==> config.mk <==
export PLATFORM = sky130hd
export DESIGN_NAME = prefix_tree_depth_pruner
export DESIGN_NICKNAME = d
export VERILOG_FILES = /design/src/sv/ptdp_pkg.sv /design/src/sv/ptdp_ctrl.sv /design/src/sv/ptdp_datapath.sv /design/src/sv/prefix_tree_depth_pruner.sv
export SDC_FILE = /design/constraint.sdc
export NUM_CORES = 2
export LEC_CHECK = 0
export ABC_CLOCK_PERIOD_IN_PS = 10400
export BUFFER_PORTS_ARGS = -buffer_cell sky130_fd_sc_hd__buf_2
export CAP_MARGIN = 10
export CELL_PAD_IN_SITES_DETAIL_PLACEMENT = 0
export CELL_PAD_IN_SITES_GLOBAL_PLACEMENT = 1
export CORE_ASPECT_RATIO = 1.1
export CORE_MARGIN = 2
export CORE_UTILIZATION = 57
export DETAILED_ROUTE_END_ITERATION = 7
export GPL_ROUTABILITY_DRIVEN = 0
export PLACE_DENSITY_LB_ADDON = 0.1
export SYNTH_ARGS = -nofsm -noshare
export SYNTH_HDL_FRONTEND = slang
export SYNTH_SLANG_ARGS = --single-unit
==> constraint.sdc <==
create_clock -name aclk -period 10.4 [get_ports aclk]
set_input_delay 2.08 -clock aclk [delete_from_list [all_inputs] [get_ports aclk]]
set_output_delay 2.08 -clock aclk [all_outputs]
set_load 0.02 [all_outputs]
==> src/sv/ptdp_pkg.sv <==
// ----------------------------------------------------------------------------
// ptdp_pkg
// Shared types and constants for the prefix tree depth pruner: transaction
// payloads, status codes and the controller to datapath command and status.
// ----------------------------------------------------------------------------
package ptdp_pkg;

    localparam logic [1:0] STATUS_OK  = 2'd0;
    localparam logic [1:0] STATUS_OVF = 2'd1;
    localparam logic [1:0] STATUS_MAL = 2'd2;

    typedef struct packed {
        logic [31:0] token_id;
        logic [15:0] arity;
        logic        is_apply;
        logic        last_token;
    } in_item_t;

    typedef struct packed {
        logic        keep;
        logic [31:0] out_token_id;
        logic [15:0] out_arity;
        logic [15:0] kept_count;
        logic        formula_end;
        logic [1:0]  status;
    } out_item_t;

    typedef struct packed {
        logic take;
        logic read;
        logic check;
        logic finish;
    } ctl_cmd_t;

    typedef struct packed {
        logic out_busy;
        logic tok_need_read;
        logic chk_need_read;
    } dp_stat_t;

endpackage

==> src/sv/ptdp_ctrl.sv <==
// ----------------------------------------------------------------------------
// ptdp_ctrl
// Controller: accepts tokens, sequences stack reloads and pop cascades, and
// tells the datapath when a result is complete.
// ----------------------------------------------------------------------------
module ptdp_ctrl (
    input  logic              aclk,
    input  logic              aresetn,
    input  logic              s_valid,
    output logic              s_ready,
    input  logic              m_ready,
    input  ptdp_pkg::dp_stat_t stat,
    output ptdp_pkg::ctl_cmd_t cmd
);
    import ptdp_pkg::*;

    localparam logic [1:0] ST_IDLE  = 2'd0;
    localparam logic [1:0] ST_READ  = 2'd1;
    localparam logic [1:0] ST_CHECK = 2'd2;

    logic [1:0] state_reg;
    logic [1:0] state_next;

    assign s_ready = (state_reg == ST_IDLE) && (!stat.out_busy || m_ready);

    always_comb begin
        cmd.take   = s_valid && s_ready;
        cmd.read   = (state_reg == ST_READ);
        cmd.check  = (state_reg == ST_CHECK);
        cmd.finish = (cmd.take && !stat.tok_need_read)
                   || (cmd.check && !stat.chk_need_read);
    end

    always_comb begin
        state_next = state_reg;
        case (state_reg)
            ST_IDLE: begin
                if (cmd.take && stat.tok_need_read) begin
                    state_next = ST_READ;
                end
            end
            ST_READ: begin
                state_next = ST_CHECK;
            end
            ST_CHECK: begin
                state_next = stat.chk_need_read ? ST_READ : ST_IDLE;
            end
            default: begin
                state_next = ST_IDLE;
            end
        endcase
    end

    always_ff @(posedge aclk) begin
        if (!aresetn) begin
            state_reg <= ST_IDLE;
        end else begin
            state_reg <= state_next;
        end
    end

endmodule

==> src/sv/ptdp_datapath.sv <==
// ----------------------------------------------------------------------------
// ptdp_datapath
// Datapath: open-node stack (cached top plus memory), pending-subtree
// counter, kept counter, cutoff register and the result register.
// ----------------------------------------------------------------------------
module ptdp_datapath #(
    parameter int STACK_DEPTH = 64
) (
    input  logic                aclk,
    input  logic                aresetn,
    input  ptdp_pkg::in_item_t  s_data,
    input  logic                cfg_valid,
    input  logic [7:0]          cfg_data,
    input  logic                m_ready,
    output logic                m_valid,
    output ptdp_pkg::out_item_t m_data,
    input  ptdp_pkg::ctl_cmd_t  cmd,
    output ptdp_pkg::dp_stat_t  stat
);
    import ptdp_pkg::*;

    localparam int AW = $clog2(STACK_DEPTH);
    localparam int SW = $clog2(STACK_DEPTH + 1);
    localparam int CW = (SW > 8) ? SW : 8;

    logic [15:0] cnt_mem   [STACK_DEPTH];
    logic        first_mem [STACK_DEPTH];

    logic [SW-1:0] size_reg;
    logic [31:0]   skip_reg;
    logic [15:0]   kept_reg;
    logic          at_root_reg;
    logic [7:0]    md_reg;
    logic          cont_reg;
    logic          m_valid_reg;
    logic          m_valid_next;
    out_item_t     m_data_reg;
    logic [15:0]   top_cnt_reg;
    logic          top_first_reg;
    logic          mal_pend_reg;
    logic          ovf_pend_reg;
    logic [15:0]   rd_cnt_reg;
    logic          rd_first_reg;

    logic [SW-1:0] size_m1;
    logic [AW-1:0] top_addr;

    // token step
    logic          do_drop;
    logic          do_keep;
    logic          do_reload;
    logic          do_close;
    logic [31:0]   d_base;
    logic [32:0]   d_sum;
    logic          wr_en;
    logic [SW-1:0] t_size;
    logic [31:0]   t_skip;
    logic [15:0]   t_kept;
    logic [15:0]   t_top_cnt;
    logic          t_top_first;
    logic          t_keep;
    logic          t_ovf;
    logic          t_mal;
    logic          t_need_read;
    logic          t_cont;

    // cascade check step
    logic [SW-1:0] c_size;
    logic [15:0]   c_top_cnt;
    logic          c_top_first;
    logic          c_need_read;

    // completion
    logic          last_cur;
    logic [SW-1:0] f_size;
    logic [31:0]   f_skip;
    logic          mal_fin;
    logic          ovf_fin;
    logic [1:0]    status_fin;

    assign size_m1  = size_reg - 1'b1;
    assign top_addr = size_m1[AW-1:0];

    always_comb begin
        do_drop     = 1'b0;
        do_keep     = 1'b0;
        do_reload   = 1'b0;
        do_close    = 1'b0;
        d_base      = skip_reg;
        wr_en       = 1'b0;
        t_size      = size_reg;
        t_skip      = skip_reg;
        t_kept      = kept_reg;
        t_top_cnt   = top_cnt_reg;
        t_top_first = top_first_reg;
        t_keep      = 1'b0;
        t_ovf       = 1'b0;
        t_mal       = 1'b0;
        t_need_read = 1'b0;
        t_cont      = 1'b0;

        if (at_root_reg) begin
            if (md_reg == 8'd0) begin
                do_drop = 1'b1;
                d_base  = 32'd1;
            end else begin
                do_keep = 1'b1;
            end
        end else if (size_reg == '0 && skip_reg == 32'd0) begin
            t_mal = 1'b1;
        end else if (skip_reg != 32'd0) begin
            do_drop = 1'b1;
        end else if (CW'(size_reg) >= CW'(md_reg) && !top_first_reg) begin
            do_drop   = 1'b1;
            do_reload = 1'b1;
            d_base    = 32'(top_cnt_reg);
            t_size    = size_m1;
        end else begin
            do_keep = 1'b1;
        end

        d_sum = {1'b0, d_base} + 33'(s_data.arity) - 33'd1;

        if (do_drop) begin
            t_skip   = d_sum[32] ? 32'hFFFF_FFFF : d_sum[31:0];
            t_ovf    = d_sum[32];
            do_close = (d_sum == 33'd0);
        end

        if (do_keep) begin
            t_keep = 1'b1;
            t_kept = (kept_reg == 16'hFFFF) ? kept_reg : kept_reg + 16'd1;
            if (s_data.arity == 16'd0) begin
                do_close = 1'b1;
            end else if (size_reg >= SW'(STACK_DEPTH)) begin
                t_ovf  = 1'b1;
                t_skip = 32'(s_data.arity);
            end else begin
                wr_en       = (size_reg != '0);
                t_top_cnt   = s_data.arity;
                t_top_first = s_data.is_apply;
                t_size      = size_reg + 1'b1;
            end
        end

        if (do_reload) begin
            t_need_read = (t_size != '0);
            t_cont      = do_close;
        end else if (do_close && t_size != '0) begin
            if (top_cnt_reg != 16'd1) begin
                t_top_cnt   = top_cnt_reg - 16'd1;
                t_top_first = 1'b0;
            end else begin
                t_size      = size_m1;
                t_need_read = (size_m1 != '0);
                t_cont      = 1'b1;
            end
        end
    end

    always_comb begin
        c_size      = size_reg;
        c_top_cnt   = rd_cnt_reg;
        c_top_first = rd_first_reg;
        c_need_read = 1'b0;
        if (cont_reg) begin
            if (rd_cnt_reg != 16'd1) begin
                c_top_cnt   = rd_cnt_reg - 16'd1;
                c_top_first = 1'b0;
            end else begin
                c_size      = size_m1;
                c_need_read = (size_m1 != '0);
            end
        end
    end

    always_comb begin
        last_cur   = cmd.check ? m_data_reg.formula_end : s_data.last_token;
        f_size     = cmd.check ? c_size : t_size;
        f_skip     = cmd.check ? skip_reg : t_skip;
        mal_fin    = (cmd.check ? mal_pend_reg : t_mal)
                   || (last_cur && (f_size != '0 || f_skip != 32'd0));
        ovf_fin    = cmd.check ? ovf_pend_reg : t_ovf;
        status_fin = mal_fin ? STATUS_MAL : (ovf_fin ? STATUS_OVF : STATUS_OK);
    end

    always_comb begin
        stat.out_busy      = m_valid_reg;
        stat.tok_need_read = t_need_read;
        stat.chk_need_read = c_need_read;
    end

    always_comb begin
        m_valid_next = m_valid_reg;
        if (cmd.finish) begin
            m_valid_next = 1'b1;
        end else if (m_ready) begin
            m_valid_next = 1'b0;
        end
    end

    always_ff @(posedge aclk) begin
        if (!aresetn) begin
            size_reg    <= '0;
            skip_reg    <= 32'd0;
            kept_reg    <= 16'd0;
            at_root_reg <= 1'b1;
            md_reg      <= 8'd0;
            cont_reg    <= 1'b0;
            m_valid_reg <= 1'b0;
        end else begin
            m_valid_reg <= m_valid_next;
            if (cfg_valid) begin
                md_reg <= cfg_data;
            end
            if (cmd.take) begin
                size_reg    <= t_size;
                skip_reg    <= t_skip;
                kept_reg    <= t_kept;
                at_root_reg <= 1'b0;
                cont_reg    <= t_cont;
            end else if (cmd.check) begin
                size_reg <= c_size;
            end
            if (cmd.finish && last_cur) begin
                size_reg    <= '0;
                skip_reg    <= 32'd0;
                kept_reg    <= 16'd0;
                at_root_reg <= 1'b1;
            end
        end
    end

    always_ff @(posedge aclk) begin
        if (cmd.take) begin
            top_cnt_reg             <= t_top_cnt;
            top_first_reg           <= t_top_first;
            mal_pend_reg            <= t_mal;
            ovf_pend_reg            <= t_ovf;
            m_data_reg.keep         <= t_keep;
            m_data_reg.out_token_id <= s_data.token_id;
            m_data_reg.out_arity    <= s_data.arity;
            m_data_reg.kept_count   <= t_kept;
            m_data_reg.formula_end  <= s_data.last_token;
        end else if (cmd.check) begin
            top_cnt_reg   <= c_top_cnt;
            top_first_reg <= c_top_first;
        end
        if (cmd.finish) begin
            m_data_reg.status <= status_fin;
        end
    end

    // stack memory: entries below the cached top
    always_ff @(posedge aclk) begin
        if (cmd.take && wr_en) begin
            cnt_mem[top_addr]   <= top_cnt_reg;
            first_mem[top_addr] <= top_first_reg;
        end
        if (cmd.read) begin
            rd_cnt_reg   <= cnt_mem[top_addr];
            rd_first_reg <= first_mem[top_addr];
        end
    end

    assign m_valid = m_valid_reg;
    assign m_data  = m_data_reg;

endmodule

==> src/sv/prefix_tree_depth_pruner.sv <==
// ----------------------------------------------------------------------------
// prefix_tree_depth_pruner
// Marks which prefix-order tree tokens survive a depth cutoff and counts the
// kept tokens of each formula.
//
//   channel   ports                       payload
//   input     s_valid / s_ready / s_data  token_id, arity, is_apply, last_token
//   result    m_valid / m_ready / m_data  keep, id, arity, kept_count, end, status
//   config    cfg_valid / cfg_ready       cfg_data = cut depth
//
// a token is taken in the idle state; each stack pop that exposes a stored
// entry also adds a stack memory read state and a check state
// the single-port stack memory with registered read sets the cascade cost
// reset is synchronous and clears control state; stack memory is not cleared
// s_ready is low during a pop cascade and while an untaken result is held
// ----------------------------------------------------------------------------
module prefix_tree_depth_pruner #(
    parameter int STACK_DEPTH = 64
) (
    input  logic                aclk,
    input  logic                aresetn,
    input  logic                s_valid,
    output logic                s_ready,
    input  ptdp_pkg::in_item_t  s_data,
    output logic                m_valid,
    input  logic                m_ready,
    output ptdp_pkg::out_item_t m_data,
    input  logic                cfg_valid,
    output logic                cfg_ready,
    input  logic [7:0]          cfg_data
);
    import ptdp_pkg::*;

    ctl_cmd_t cmd;
    dp_stat_t stat;

    assign cfg_ready = 1'b1;

    ptdp_ctrl u_ctrl (
        .aclk    (aclk),
        .aresetn (aresetn),
        .s_valid (s_valid),
        .s_ready (s_ready),
        .m_ready (m_ready),
        .stat    (stat),
        .cmd     (cmd)
    );

    ptdp_datapath #(
        .STACK_DEPTH (STACK_DEPTH)
    ) u_datapath (
        .aclk      (aclk),
        .aresetn   (aresetn),
        .s_data    (s_data),
        .cfg_valid (cfg_valid),
        .cfg_data  (cfg_data),
        .m_ready   (m_ready),
        .m_valid   (m_valid),
        .m_data    (m_data),
        .cmd       (cmd),
        .stat      (stat)
    );

endmodule

* Word level (Yosys, flattened, before mapping)
Memory sizes are Yosys's and may differ from the RTL's. A register that Yosys moved wholly into a read port is not among the register bits.
Cells that the tools add are included.
** Word-level totals
- Register bits after elaboration :: 155
- Latch bits :: 0
- Memory bits (writable) :: 1088
- Memory bits (read-only) :: 0
- Output and inout port bits :: 71
- Memories kept :: 2
** Operators by class
- Add/sub/neg operators :: 7
- $mul :: 0
- Div/mod/pow operators :: 0
- Magnitude comparators :: 2
- Equality and inequality tests :: 6
- Shift-type cells :: 0
- Multiplexer cells :: 93
- Bitwise logic cells :: 1
- Reductions and logical operators :: 34
** Memory list
- u_datapath.cnt_mem :: words 64, bits a word 16, rd ports 1, clocked after memory_dff 1, wr ports 1, line ptdp_datapath.sv:26 : logic [15:0] cnt_mem [STACK_DEPTH];
- u_datapath.first_mem :: words 64, bits a word 1, rd ports 1, clocked after memory_dff 1, wr ports 1, line ptdp_datapath.sv:27 : logic first_mem [STACK_DEPTH];
** Operators with widths (count)
- $mux 32 :: 11
- $mux 16 :: 12
- $mux 7 :: 15
- $reduce_bool 32->1 :: 2
- $mux 1 :: 53
- $add 32x16->33 :: 1
- $logic_not 33->1 :: 1
- $sub 33x1->33 const B :: 1
- $logic_not 32->1 :: 1
- $ne 16x1->1 const B :: 2
- $sub 16x1->16 const B :: 2
- $reduce_bool 7->1 :: 4
- $add 16x1->16 const B :: 1
- $eq 16x16->1 const B :: 1
- $logic_not 16->1 :: 1
- $logic_and 1x1->1 :: 11
- $ge 7x8->1 :: 1
- $logic_not 8->1 :: 1
- $add 7x1->7 const B :: 1
- $ge 7x7->1 const B :: 1
- $logic_not 7->1 :: 1
- $sub 7x1->7 const B :: 1
- $pmux 2 s3 :: 1
- $logic_not 1->1 :: 4
- other kinds (9) :: 13

* Longest topological paths before layout
- Depth after elaboration :: 20
- Mapped depth :: 33

* Modules after synthesis
Synthesis repeated with hierarchy kept, for this count alone.
** Unflattened totals
- Cell total of the unflattened synthesis :: 3620
- Area, all modules :: 52303.9 um^2
** By module, submodules not included
- ptdp_datapath :: times used 1, cells each 3601, area each 52151.3 um^2, sequential area each 37115.6 um^2
- ptdp_ctrl :: times used 1, cells each 17, area each 141.4 um^2, sequential area each 40.0 um^2
- prefix_tree_depth_pruner :: times used 1, cells each 2, area each 11.3 um^2, sequential area each 0.0 um^2

* Least setup slack after synthesis
OpenSTA, ideal clock, no wires.
- Kind :: flip-flop to flip-flop
- From :: register u_datapath.size_reg[0]
- To :: register u_datapath.top_cnt_reg[8] (data pin)
- Library setup time :: 372 ps
- Arrival time :: 6747 ps
- Path slack :: 3281 ps
- Stages on the path, launching flop included :: 31
- Path buffers :: 6
- Period minus slack after synthesis :: 7119 ps
- Cell sequence :: dfxtp_1 -> clkbuf_1 -> inv_1 -> ha_1 -> nand2b_1 -> a2111oi_0 -> o31ai_2 -> and3_1 -> clkbuf_1 -> clkbuf_1 -> clkbuf_1 -> a22oi_1 -> ha_1 -> inv_1 -> ha_1 -> fa_1 -> a21o_1 -> a221oi_1 -> o211ai_1 -> and2_2 -> a2111o_1 -> o211ai_2 -> nand4_1 -> or3_4 -> o21ai_4 -> and4_1 -> buf_4 -> buf_4 -> nand3_1 -> o211ai_1 -> o22ai_1
** Between the ends
- Word-level cells in the longest chain between the ends :: 16
- Elaborated cells between the ends (all ways) :: 44
** RTL lines
- start: declaration :: line ptdp_datapath.sv:29 : logic [SW-1:0] size_reg;
- start signal: assignment :: line ptdp_datapath.sv:217 : size_reg <= t_size;
- start signal: assignment :: line ptdp_datapath.sv:223 : size_reg <= c_size;
- $ge 7x8->1 :: line ptdp_datapath.sv:113 : end else if (CW'(size_reg) >= CW'(md_reg) && !top_first_reg) begin
- $logic_and 1x1->1 :: line ptdp_datapath.sv:113
- $mux 32 :: line ptdp_datapath.sv:113
- $mux 32 :: line ptdp_datapath.sv:111 : end else if (skip_reg != 32'd0) begin
- $mux 32 :: line ptdp_datapath.sv:109 : end else if (size_reg == '0 && skip_reg == 32'd0) begin
- $mux 32 :: line ptdp_datapath.sv:102 : if (at_root_reg) begin
- $add 32x16->33 :: line ptdp_datapath.sv:122 : d_sum = {1'b0, d_base} + 33'(s_data.arity) - 33'd1;
- $sub 33x1->33 :: line ptdp_datapath.sv:122
- $logic_not 33->1 :: line ptdp_datapath.sv:127 : do_close = (d_sum == 33'd0);
- $mux 1 :: line ptdp_datapath.sv:124 : if (do_drop) begin
- $mux 1 :: line ptdp_datapath.sv:133 : if (s_data.arity == 16'd0) begin
- $mux 1 :: line ptdp_datapath.sv:130 : if (do_keep) begin
- $logic_and 1x1->1 :: line ptdp_datapath.sv:149 : end else if (do_close && t_size != '0) begin
- $mux 16 :: line ptdp_datapath.sv:149
- $mux 16 * :: line ptdp_datapath.sv:146 : if (do_reload) begin
- $mux 16 * :: line ptdp_datapath.sv:235 : if (cmd.take) begin
- end signal: assignment :: line ptdp_datapath.sv:236 : top_cnt_reg <= t_top_cnt;
- end signal: assignment :: line ptdp_datapath.sv:246 : top_cnt_reg <= c_top_cnt;
- end: declaration :: line ptdp_datapath.sv:38 : logic [15:0] top_cnt_reg;
Mark *: on every way between the ends. The rest lies on a longest branch, timed or not.
A chain may end at the register's enable or synchronous reset.

* Final worst setup path
- From :: register u_datapath.size_reg[0]
- To :: register u_datapath.top_cnt_reg[0] (data pin)
Same word-level chain as after synthesis.

==> flow_summary.yaml <==
worst_hold_path:
  hold-path-cell-count: 2
  hold_path_class: "reg -> reg"
finish:
  final_nets: 3709
  drive_above_1_share_pct: 13.5
  stdcell_count: 4856
  largest_reg_flops: 1024
  diodes: 0
  syn_to_final_growth_pct: 12.2
  multiInputGateArea_sq_um: 12700
  nFillCells: 6339
  fin_util_pct: 64.2
  seqCellArea_sq_um: 37200
power:
  switching_share_pct: 27.2
  p_comb_share_pct: 16.6
  ir_drop_mv: 0.165
  p_seq_share_pct: 47.9
  finalPower_mw: 11.9
  powerDensity_nw_per_um2: 209
  leakage_nw: 18.7
  intPower_mw: 8.68
  switching_power_mw: 3.25
  power_frac_clock_pct: 35.5
global_routing:
  overflow: 0
  grt_pass1_wl_mm: 209
  track_usage_pct: 30.9
  antenna_found_initial: 1
  grt_max_degree: 101
  grt_pass1_vias: 31763
synthesis:
  ys_seq_elements: 1260
  yosysSeqAreaShare_pct: 72.9
  yosysTopAreaCell: "edfxtp_1"
  synth_edf_count: 1192
  syn_area_sq_um: 51000
  async_reset_ff_share_pct: 0
  ys_warn_count: 0
  avgSynthCellArea_sq_um: 14.9
  synth_ff_type: "edfxtp_1"
  synth.most_common_cell: "edfxtp_1"
  synth_top_area_share_pct: 70.2
  synthTopCellsByCount: "edfxtp_1 (1192), a22oi_1 (283), nor2_1 (176)"
  syn_nets: 3535
  synth.area.top_cells: "edfxtp_1 (70%), a22oi_1 (4.2%), dfxtp_1 (2.7%)"
  synthDistinctLibCells: 90
  synth_cells: 3410
die:
  core_area_sq_um: 89100
  io_pins: 134
  start_util_pct: 57.2
  std_cell_rows: 115
  die_w_um: 289
  dieArea_sq_um: 91800
  die_height_um: 318
sta:
  finalSetupViolCount: 0
  slew_violations: 0
  hold_violations: 0
  tightest_slew_ns: 1.29
  fin_crit_ns: 8.65
  fin_skew_ns: 0.0226
  rsz0062_at_grt: "no"
  min_period_over_period_pct: 83.1
  tns_ns: 0
  fmax_mhz: 116
  slew-limit-headroom_pct: 13.0
drt:
  finalWirelength_mm: 143
  dr.pass1.iters: 8
  drc: 1
  drt_iter0_drc: 4129
  postRouteAntennaNets: 0
  wl_per_cell_um: 29.4
  viasPerCell: 6.74
  vias: 32716
critical_path:
  arrival_ns: 9.06
  required_ns: 10.82
  path_max_fanout: 29
  criticalPathCategory: "reg -> reg"
  slowest_delay_ns: 0.96
  cp-end-kind: "register"
  slowest_stage: "and4_1"
  crit_path_start_kind: "register"
  reg2regPathDepth: 25
  crit_top_cell: "ha_1"
clocking:
  clk_latency_ns: 0.69
  clk_path_buf_depth: 3
  postCtsSetupBuffers: 0
  cts_buffers: 119
  ctsResizeCount: 0
  htreeDepth: 3
  cts_tree: "done"
  clkTransAtPathRegs_ns: 0.07
  cts-root-buf: "clkbuf_16"
  cts_sinks: 1260
  hold_buffers: 0
flow_run:
  maxCapViolCount: 0
outcome:
  violations: "DRC"
  status: "finished, violations left"
placement:
  portBuffers: 132
  placed_cells: 4633
  hpwl_mm: 82.5
final timing paths:
check / startpoint / to / slack [ns]
setup / recovery: u_datapath.size_reg[0] / u_datapath.top_cnt_reg[0] / 1.75
hold / removal: u_datapath.skip_reg[18] / u_datapath.skip_reg[18] / 0.48
setup reg to reg: u_datapath.size_reg[0] / u_datapath.top_cnt_reg[0] / 1.75
hold reg to reg: u_datapath.skip_reg[18] / u_datapath.skip_reg[18] / 0.48
layout by cell type, fill, tap and decap left out, drive strengths merged, types with 60 or more instances in the layout:
master,Yosys,final
a21oi,92,92
a221oi,141,141
a22o,135,135
a22oi,283,283
a31oi,123,123
buf,41,262
clkbuf,168,151
dfxtp,68,68
edfxtp,1192,1192
ha,61,61
inv,94,99
nand2,161,161
nand3,60,60
nor2,187,187
o21ai,84,84
power groups by stage:
| stage | sequential (mW) | combinational, mW | clock [mW] |
|---|---|---|---|
| floorplan | 5.89 | 1.15 | 0 |
| global placement | 5.82 | 1.91 | 0 |
| detailed placement | 5.82 | 1.93 | 0 |
| CTS | 5.71 | 1.94 | 4.29 |
| global route | 5.72 | 2.11 | 4.48 |
| finish | 5.72 | 1.98 | 4.24 |
layout make-up:
type	instances	share of cell area, %
repair buffers	262	2.97
well taps	1170	2.56
multi-input cells	1846	22.2
flip-flops and latches	1260	65.0
clock buffers	151	5.51
inverters	95	0.628
clock inverters	72	1.18
cells by family (layout without fill, tap and decap cells):
kind of cell | count (synthesis) | count (layout) | share of synthesized area [%]
compound gates | 1027 | 1027 | 15.0
xor+xnor | 74 | 74 | 1.27
fa+ha+maj | 62 | 62 | 1.54
buf+inv | 304 | 580 | 2.36
flops | 1260 | 1260 | 72.9
mux | 25 | 25 | 0.496
other cells | 1 | 1 | 0.00736
simple gates | 657 | 657 | 6.37
worst max-delay path, delay by kind of cell, from the launching register on:
kind	cells	cell delay, ns
adders and majority gates	4	1.27
buffers and inverters	3	0.52
and+or+nand+nor	9	3.65
DFF	1	0.43
AOI/OAI and AO/OA	9	2.48
metrics by stage:
stage	cell area (sq um)	hold slack [ns]	setup slack (ns)
after global placement	53400	0.468	2.21
after floorplan	51000	0.449	3.28
after CTS	57200	0.476	1.94
after detailed placement	53400	0.468	2.00
final	57200	0.477	1.75
after global routing	57200	0.490	1.22
layer usage:
metal / GRT usage, % / up-vias / routed length (um)
met5: 0 / - / 0
met4: 10.6 / 0 / 4830
met3: 4.91 / 280 / 13800
met2: 49.4 / 1863 / 68200
met1: 43.3 / 16424 / 56000
li1: - / 14149 / -
Power figures use the tool's default switching activity.
